[src/rtl/imucfp_pkg.sv]
// ----------------------------------------------------------------------------
// imucfp_pkg
// Shared types and constants of the checksum frame parser.
// ----------------------------------------------------------------------------
package imucfp_pkg;

  localparam int unsigned FrameLen   = 11;
  localparam int unsigned WinDepth   = FrameLen - 1;
  localparam int unsigned FillW      = 4;
  localparam int unsigned QueueDepth = 2;

  localparam logic [7:0] FrameHeader = 8'h55;
  localparam logic [7:0] TypeAccel   = 8'h51;
  localparam logic [7:0] TypeRate    = 8'h52;
  localparam logic [7:0] TypeQuat    = 8'h59;

  typedef enum logic [1:0] {
    KindAccel = 2'd0,
    KindRate  = 2'd1,
    KindQuat  = 2'd2
  } kind_e;

  typedef struct packed {
    logic [1:0]          packet_kind;
    logic signed [15:0]  value_a;
    logic signed [15:0]  value_b;
    logic signed [15:0]  value_c;
    logic signed [15:0]  value_d;
    logic                record_complete;
  } result_t;

  typedef struct packed {
    logic    valid;
    result_t data;
  } push_t;

  typedef struct packed {
    logic    valid;
    result_t data;
  } head_t;

endpackage

[src/rtl/imucfp_if.sv]
// ----------------------------------------------------------------------------
// imucfp_byte_if / imucfp_result_if
// Valid/ready channels for received bytes and decoded frame results.
// ----------------------------------------------------------------------------
interface imucfp_byte_if;
  logic       valid;
  logic       ready;
  logic [7:0] rx_byte;

  modport source (output valid, output rx_byte, input ready);
  modport sink (input valid, input rx_byte, output ready);
endinterface

interface imucfp_result_if;
  logic               valid;
  logic               ready;
  logic [1:0]         packet_kind;
  logic signed [15:0] value_a;
  logic signed [15:0] value_b;
  logic signed [15:0] value_c;
  logic signed [15:0] value_d;
  logic               record_complete;

  modport source (output valid, output packet_kind, output value_a, output value_b,
                  output value_c, output value_d, output record_complete, input ready);
  modport sink (input valid, input packet_kind, input value_a, input value_b,
                input value_c, input value_d, input record_complete, output ready);
endinterface

[src/rtl/imucfp_front.sv]
// ----------------------------------------------------------------------------
// imucfp_front
// Byte window with fill count, header and checksum check, frame decode.
// ----------------------------------------------------------------------------
module imucfp_front (
  input  logic                 clk_i,
  input  logic                 rst_ni,
  input  logic                 byte_valid_i,
  input  logic [7:0]           byte_i,
  input  logic                 queue_full_i,
  output logic                 byte_ready_o,
  output imucfp_pkg::push_t    push_o
);

  logic [7:0] win_q [imucfp_pkg::WinDepth];
  logic [7:0] win_d [imucfp_pkg::WinDepth];
  logic [imucfp_pkg::FillW-1:0] fill_q, fill_d;
  logic [7:0] cand [imucfp_pkg::FrameLen];
  logic [7:0] sum;
  logic       accept;
  logic       full;
  logic       is_frame;
  logic       known;
  logic       quat;
  logic [1:0] kind;

  assign byte_ready_o = !queue_full_i;
  assign accept       = byte_valid_i && byte_ready_o;
  assign full         = fill_q >= imucfp_pkg::FillW'(imucfp_pkg::WinDepth);

  always_comb begin
    for (int i = 0; i < imucfp_pkg::WinDepth; i++) begin
      cand[i] = win_q[i];
    end
    cand[imucfp_pkg::FrameLen-1] = byte_i;
    sum = '0;
    for (int i = 0; i < imucfp_pkg::WinDepth; i++) begin
      sum = sum + cand[i];
    end
    is_frame = (cand[0] == imucfp_pkg::FrameHeader) &&
               (sum == cand[imucfp_pkg::FrameLen-1]);
  end

  always_comb begin
    known = 1'b1;
    kind  = imucfp_pkg::KindAccel;
    unique case (cand[1])
      imucfp_pkg::TypeAccel: kind = imucfp_pkg::KindAccel;
      imucfp_pkg::TypeRate:  kind = imucfp_pkg::KindRate;
      imucfp_pkg::TypeQuat:  kind = imucfp_pkg::KindQuat;
      default:               known = 1'b0;
    endcase
    quat = (kind == imucfp_pkg::KindQuat);
  end

  always_comb begin
    push_o.valid                = accept && full && is_frame && known;
    push_o.data.packet_kind     = kind;
    push_o.data.value_a         = {cand[3], cand[2]};
    push_o.data.value_b         = {cand[5], cand[4]};
    push_o.data.value_c         = {cand[7], cand[6]};
    push_o.data.value_d         = quat ? {cand[9], cand[8]} : 16'sd0;
    push_o.data.record_complete = quat;
  end

  always_comb begin
    win_d  = win_q;
    fill_d = fill_q;
    if (accept) begin
      if (!full) begin
        for (int i = 0; i < imucfp_pkg::WinDepth; i++) begin
          if (fill_q == imucfp_pkg::FillW'(i)) win_d[i] = byte_i;
        end
        fill_d = fill_q + 1'b1;
      end else if (is_frame) begin
        fill_d = '0;
      end else begin
        for (int i = 0; i < imucfp_pkg::WinDepth; i++) begin
          win_d[i] = cand[i+1];
        end
        fill_d = imucfp_pkg::FillW'(imucfp_pkg::WinDepth);
      end
    end
  end

  always_ff @(posedge clk_i or negedge rst_ni) begin
    if (!rst_ni) begin
      fill_q <= '0;
    end else begin
      fill_q <= fill_d;
    end
  end

  always_ff @(posedge clk_i) begin
    win_q <= win_d;
  end

  a_fill_range: assert property (@(posedge clk_i) disable iff (!rst_ni)
    fill_q <= imucfp_pkg::FillW'(imucfp_pkg::WinDepth))
    else $error("window fill count out of range");

  a_emit_clears: assert property (@(posedge clk_i) disable iff (!rst_ni)
    push_o.valid |=> fill_q == '0)
    else $error("window not emptied after a frame");

endmodule

[src/rtl/imucfp_queue.sv]
// ----------------------------------------------------------------------------
// imucfp_queue
// Short result queue between frame decode and the output stage.
// ----------------------------------------------------------------------------
module imucfp_queue #(
  parameter int unsigned Depth = imucfp_pkg::QueueDepth
) (
  input  logic               clk_i,
  input  logic               rst_ni,
  input  imucfp_pkg::push_t  push_i,
  input  logic               pop_i,
  output logic               full_o,
  output imucfp_pkg::head_t  head_o
);

  localparam int unsigned PtrW = (Depth > 1) ? $clog2(Depth) : 1;
  localparam int unsigned CntW = $clog2(Depth + 1);

  imucfp_pkg::result_t mem_q [Depth];
  logic [PtrW-1:0] wr_ptr_q, wr_ptr_d;
  logic [PtrW-1:0] rd_ptr_q, rd_ptr_d;
  logic [CntW-1:0] cnt_q, cnt_d;
  logic            do_push;
  logic            do_pop;

  assign full_o       = cnt_q == CntW'(Depth);
  assign head_o.valid = cnt_q != '0;
  assign head_o.data  = mem_q[rd_ptr_q];
  assign do_push      = push_i.valid && !full_o;
  assign do_pop       = pop_i && head_o.valid;

  always_comb begin
    wr_ptr_d = wr_ptr_q;
    rd_ptr_d = rd_ptr_q;
    cnt_d    = cnt_q;
    if (do_push) begin
      wr_ptr_d = (wr_ptr_q == PtrW'(Depth - 1)) ? '0 : wr_ptr_q + 1'b1;
    end
    if (do_pop) begin
      rd_ptr_d = (rd_ptr_q == PtrW'(Depth - 1)) ? '0 : rd_ptr_q + 1'b1;
    end
    unique case ({do_push, do_pop})
      2'b10:   cnt_d = cnt_q + 1'b1;
      2'b01:   cnt_d = cnt_q - 1'b1;
      default: cnt_d = cnt_q;
    endcase
  end

  always_ff @(posedge clk_i or negedge rst_ni) begin
    if (!rst_ni) begin
      wr_ptr_q <= '0;
      rd_ptr_q <= '0;
      cnt_q    <= '0;
    end else begin
      wr_ptr_q <= wr_ptr_d;
      rd_ptr_q <= rd_ptr_d;
      cnt_q    <= cnt_d;
    end
  end

  always_ff @(posedge clk_i) begin
    if (do_push) mem_q[wr_ptr_q] <= push_i.data;
  end

  a_cnt_range: assert property (@(posedge clk_i) disable iff (!rst_ni)
    cnt_q <= CntW'(Depth))
    else $error("queue count out of range");

  a_no_overflow: assert property (@(posedge clk_i) disable iff (!rst_ni)
    push_i.valid |-> !full_o)
    else $error("result pushed into a full queue");

  a_pop_count: assert property (@(posedge clk_i) disable iff (!rst_ni)
    (do_pop && !do_push) |=> cnt_q == $past(cnt_q) - 1'b1)
    else $error("queue count did not drop on pop");

endmodule

[src/rtl/imucfp_out.sv]
// ----------------------------------------------------------------------------
// imucfp_out
// Output register that drains the result queue onto the result channel.
// ----------------------------------------------------------------------------
module imucfp_out (
  input  logic               clk_i,
  input  logic               rst_ni,
  input  imucfp_pkg::head_t  head_i,
  output logic               pop_o,
  imucfp_result_if.source    res_o
);

  logic                valid_q;
  imucfp_pkg::result_t data_q;

  assign pop_o = head_i.valid && (!valid_q || res_o.ready);

  always_ff @(posedge clk_i or negedge rst_ni) begin
    if (!rst_ni) begin
      valid_q <= 1'b0;
    end else if (!valid_q || res_o.ready) begin
      valid_q <= head_i.valid;
    end
  end

  always_ff @(posedge clk_i) begin
    if (pop_o) data_q <= head_i.data;
  end

  assign res_o.valid           = valid_q;
  assign res_o.packet_kind     = data_q.packet_kind;
  assign res_o.value_a         = data_q.value_a;
  assign res_o.value_b         = data_q.value_b;
  assign res_o.value_c         = data_q.value_c;
  assign res_o.value_d         = data_q.value_d;
  assign res_o.record_complete = data_q.record_complete;

endmodule

[src/rtl/imu_checksum_frame_parser.sv]
// ----------------------------------------------------------------------------
// imu_checksum_frame_parser
// Resynchronizing parser for 11-byte sensor frames with header and checksum.
// ----------------------------------------------------------------------------
// Takes one received byte per clock cycle. Bytes fill a ten-byte window; with
// the eleventh byte the window is checked for the 0x55 header and the 8-bit
// additive checksum in the same cycle. A good frame empties the window, a bad
// one drops its oldest byte. Acceleration, angular rate and quaternion frames
// give one result item with the raw little-endian words; the result passes
// through the queue and then the output register before it is valid on the
// output. Results wait in a QueueDepth-entry queue plus one output register.
// The byte input stalls while the queue is full, which happens only when the
// output register and every queue entry hold results that the sink has not
// yet taken.
// ----------------------------------------------------------------------------
module imu_checksum_frame_parser #(
  parameter int unsigned QueueDepth = imucfp_pkg::QueueDepth
) (
  input  logic             clk_i,
  input  logic             rst_ni,
  imucfp_byte_if.sink      rx_i,
  imucfp_result_if.source  res_o
);

  imucfp_pkg::push_t push;
  imucfp_pkg::head_t head;
  logic              queue_full;
  logic              pop;

  imucfp_front u_front (
    .clk_i        (clk_i),
    .rst_ni       (rst_ni),
    .byte_valid_i (rx_i.valid),
    .byte_i       (rx_i.rx_byte),
    .queue_full_i (queue_full),
    .byte_ready_o (rx_i.ready),
    .push_o       (push)
  );

  imucfp_queue #(
    .Depth (QueueDepth)
  ) u_queue (
    .clk_i  (clk_i),
    .rst_ni (rst_ni),
    .push_i (push),
    .pop_i  (pop),
    .full_o (queue_full),
    .head_o (head)
  );

  imucfp_out u_out (
    .clk_i  (clk_i),
    .rst_ni (rst_ni),
    .head_i (head),
    .pop_o  (pop),
    .res_o  (res_o)
  );

endmodule
[src/flat_wrapper.sv]
// flat-port wrapper written by rule: the top's interface ports become plain ports
module imu_checksum_frame_parser_flat 
#(
  parameter int unsigned QueueDepth = imucfp_pkg::QueueDepth
)
  (clk_i, rst_ni, rx_i_valid, rx_i_rx_byte, rx_i_ready, res_o_valid, res_o_packet_kind, res_o_value_a, res_o_value_b, res_o_value_c, res_o_value_d, res_o_record_complete, res_o_ready);
  imucfp_byte_if rx_i_i ();
  imucfp_result_if res_o_i ();
  input  logic clk_i;
  input  logic rst_ni;
  input wire logic [$bits(rx_i_i.valid)-1:0] rx_i_valid;
  input wire logic [$bits(rx_i_i.rx_byte)-1:0] rx_i_rx_byte;
  output wire logic [$bits(rx_i_i.ready)-1:0] rx_i_ready;
  output wire logic [$bits(res_o_i.valid)-1:0] res_o_valid;
  output wire logic [$bits(res_o_i.packet_kind)-1:0] res_o_packet_kind;
  output wire logic [$bits(res_o_i.value_a)-1:0] res_o_value_a;
  output wire logic [$bits(res_o_i.value_b)-1:0] res_o_value_b;
  output wire logic [$bits(res_o_i.value_c)-1:0] res_o_value_c;
  output wire logic [$bits(res_o_i.value_d)-1:0] res_o_value_d;
  output wire logic [$bits(res_o_i.record_complete)-1:0] res_o_record_complete;
  input wire logic [$bits(res_o_i.ready)-1:0] res_o_ready;
  assign rx_i_i.valid = rx_i_valid;
  assign rx_i_i.rx_byte = rx_i_rx_byte;
  assign rx_i_ready = rx_i_i.ready;
  assign res_o_valid = res_o_i.valid;
  assign res_o_packet_kind = res_o_i.packet_kind;
  assign res_o_value_a = res_o_i.value_a;
  assign res_o_value_b = res_o_i.value_b;
  assign res_o_value_c = res_o_i.value_c;
  assign res_o_value_d = res_o_i.value_d;
  assign res_o_record_complete = res_o_i.record_complete;
  assign res_o_i.ready = res_o_ready;
  imu_checksum_frame_parser #(.QueueDepth(QueueDepth)) u_core (.clk_i(clk_i), .rst_ni(rst_ni), .rx_i(rx_i_i), .res_o(res_o_i));
endmodule
[config.mk]
export PLATFORM = sky130hd
export DESIGN_NAME = imu_checksum_frame_parser_flat
export DESIGN_NICKNAME = d
export VERILOG_FILES = /design/src/rtl/imucfp_pkg.sv /design/src/rtl/imucfp_if.sv /design/src/rtl/imucfp_front.sv /design/src/rtl/imucfp_queue.sv /design/src/rtl/imucfp_out.sv /design/src/rtl/imu_checksum_frame_parser.sv /design/src/flat_wrapper.sv
export SDC_FILE = /design/constraint.sdc
export NUM_CORES = 1
export LEC_CHECK = 0
export ABC_CLOCK_PERIOD_IN_PS = 16820
export BUFFER_PORTS_ARGS = -buffer_cell sky130_fd_sc_hd__buf_2
export CORE_MARGIN = 2
export CORE_UTILIZATION = 55
export CTS_BUF_LIST = sky130_fd_sc_hd__clkbuf_16
export DETAILED_ROUTE_END_ITERATION = 10
export PLACE_DENSITY = 0.84
export SYNTH_ARGS = -nofsm -noshare
export SYNTH_HDL_FRONTEND = slang
export SYNTH_SLANG_ARGS = --single-unit
[constraint.sdc]
create_clock -name clk_i -period 16.82 [get_ports clk_i]
set_clock_uncertainty 0.1 [all_clocks]
set_input_delay 1.682 -clock clk_i [delete_from_list [all_inputs] [get_ports clk_i]]
set_output_delay 1.682 -clock clk_i [all_outputs]
set_load 0.05 [all_outputs]
==> results.toml <==
[outcome]
outcome = "finished clean"

[setup_path]
critPathLaunchType = "register"
crit_path_cell_trace = "fa_1 -> inv_1 -> fa_1 -> fa_1 -> fa_1 -> inv_1 -> fa_1 -> inv_1 -> fa_1 -> xor2_1 -> nand3_1 -> nor4_1 -> nand4_1 -> nor4_4 -> nor2b_4 -> buf_4"
crit_cells = 16
cp_max_fo = 34
rr_startpoint = "u_core.u_front.push_o[43]"
critPathKind = "register to register"
required_ps = 16890
regToRegEndpoint = "u_core.u_queue.mem_q[0][33]"
timing.critical_path.mode_cell = "fa_1"
ff2ff_setup_slack_ps = 9630
end_kind = "register"
path_delay_family = "adder cells"
crit_path_top_delay_cell = "nor2b_4"
crit_path_max_incr_delay_ps = 990
cp.arrival_ps = 7260
r2r_cells = 16
critPathBufInv = 4

[clocking]
cts_root_buf = "clkbuf_16"
cts_setup_buffers = 0
cts_tree = "built"
cts_buffers = 29
ctsResizeCount = 0
h-tree-depth = 1
cts_buffer_depth = 3
hold_buffers = 0
clock_latency_ps = 540
path_clk_slew_ps = 60
cts_sinks = 290

[floorplanning]
rows = 54
core-area_um2 = 22000
ioPinCount = 81
die_w_um = 154
start_util = 0.565
dieArea_um2 = 23800
dieHeight_um = 154

[grt]
grt_max_degree = 76
grt_util_met2 = 0.339
grt_pass1_vias = 6642
met1_usage = 0.257
gr-usage-met3 = 0.0333
busiest_layer = "met2"
overflow = 0
grtUsageTotal = 0.199
grt_first_pass_wirelength_mm = 36.2
antenna_found_initial = 0

[timing]
hold_viol_final = 0
fin_crit_ps = 7190
fmaxAchievable_mhz = 139
finalCritPeriodShare = 0.427
slew-limit-headroom = 0.220
setup_violations = 0
rsz0062_at_grt = "no"
drv_slew = 0
tightestPinTransition_ps = 1160
fin_setup_tns_ps = 0

[synth]
synth_edf_count = 281
yosys_warnings = 0
synth_nets = 793
yosysTopAreaCellShare = 0.680
ys_seq_area_frac = 0.698
avgSynthCellArea_um2 = 17.4
synth_ff_type = "edfxtp_1"
yosysTopAreaCell = "edfxtp_1"
netlist_area_um2 = 12400
synth_common_cells = "edfxtp_1, a21o_1, mux2_2, inv_1, fa_1"
yosys.cell_count.top_type = "edfxtp_1"
synthTopCellsByArea = "edfxtp_1, fa_1, mux2_2"
ys_types = 38
synth-seq-cells = 290
async_flop_share = 0.0310
synthCells = 715

[final_layout]
register_area_um2 = 8660
antennaDiodeCount = 0
drive_above_1_share = 0.251
area_growth_pct = 13.2
nets = 883
multi_input_area_um2 = 3480
fillCellCount = 1479

[placement]
place_congestion = 0.926
hpwlAfterDp_mm = 15.1
numPortBuffers = 80

[routing]
routed_via_density = 5.66
finalWirelength_mm = 23.3
drt-initial-drc-count = 551
ant_nets = 0
remaining_drc_errors = 0
avgRoutedWirePerCell_um = 21.0
via_count = 6261
firstDrtPassIters = 5

[worst_hold_path]
min_from = "u_core.u_queue.cnt_q[1]"
hold_path_depth = 1
hold_path_end = "u_core.u_queue.cnt_q[1]"
hold_class = "register to register"

[job]
drv_cap = 0
[metrics by stage]
stage | hold slack, ps | setup slack [ps] | util | area [um^2] | instances
2_1_floorplan | 355 | 8380 | - | 12400 | 715
3_3_place_gp | 381 | 9750 | 0.600 | 13200 | 1054
3_5_place_dp | 396 | 9630 | 0.600 | 13200 | 1054
4_1_cts | 407 | 9610 | 0.640 | 14000 | 1106
5_1_grt | 436 | 9200 | 0.640 | 14000 | 1106
6_report | 403 | 9630 | 0.640 | 14000 | 1106
[metal layers]
metal  up-vias  routed length (um)
li1       2796                   -
met1      3199                9420
met3        54                1240
met2       212               11700
met5         -                   0
met4         0                 883
[area by class of cell]
class / count / share of cell area
Multi-Input combinational cell: 339 / 0.248
Sequential cell: 290 / 0.617
Clock inverter: 23 / 0.0107
Inverter: 56 / 0.0150
Timing Repair Buffer: 89 / 0.0333
Tap cell: 280 / 0.0249
Clock buffer: 29 / 0.0517
[logic make-up after synthesis]
family	synth area share
flops	0.698
compound gates	0.0606
buf+inv	0.0261
simple gates	0.0316
mux	0.0608
fa+ha+maj	0.0968
xor+xnor	0.0263
[worst max-delay path by stage]
stage | start | end | slack, ps
after floorplan | u_core.u_front.push_o[43] | u_core.u_queue.mem_q[0][0] | 8380
after global placement | u_core.u_front.push_o[43] | u_core.u_queue.mem_q[0][25] | 9750
after detailed placement | u_core.u_front.push_o[43] | u_core.u_queue.mem_q[0][25] | 9630
after CTS | u_core.u_front.push_o[43] | u_core.u_queue.mem_q[0][33] | 9610
after global routing | u_core.u_front.push_o[43] | u_core.u_queue.mem_q[0][33] | 9200
final | u_core.u_front.push_o[43] | u_core.u_queue.mem_q[0][33] | 9630
[flip-flops by register name, indices dropped and copies added, names as in the netlist, 2 cells and up]
name                            cells
u_core.u_queue.mem_q              134
u_core.u_out.res_o.value_a         16
u_core.u_front.cand                32
u_core.u_queue.cnt_q                2
u_core.u_out.res_o.value_c         16
u_core.u_out.res_o.value_b         16
u_core.u_out.res_o.packet_kind      2
u_core.u_front.push_o              48
u_core.u_front.fill_q               4
u_core.u_out.res_o.value_d         16
[layout by cell type, fill, tap and decap left out, types with 9 or more instances in the layout]
master and instances:
a21o_1 73, and2_1 25, buf_2 80, buf_4 9, clkbuf_16 29, edfxtp_1 281, fa_1 50, ha_1 16
inv_1 62, mux2_2 67, nand2_1 16, nor2_1 9, xnor2_1 21, xor2_1 10
Power is left out: the tool's default activity adds up to more than one toggle a clock period on the data nets, which glitch-free logic cannot reach.
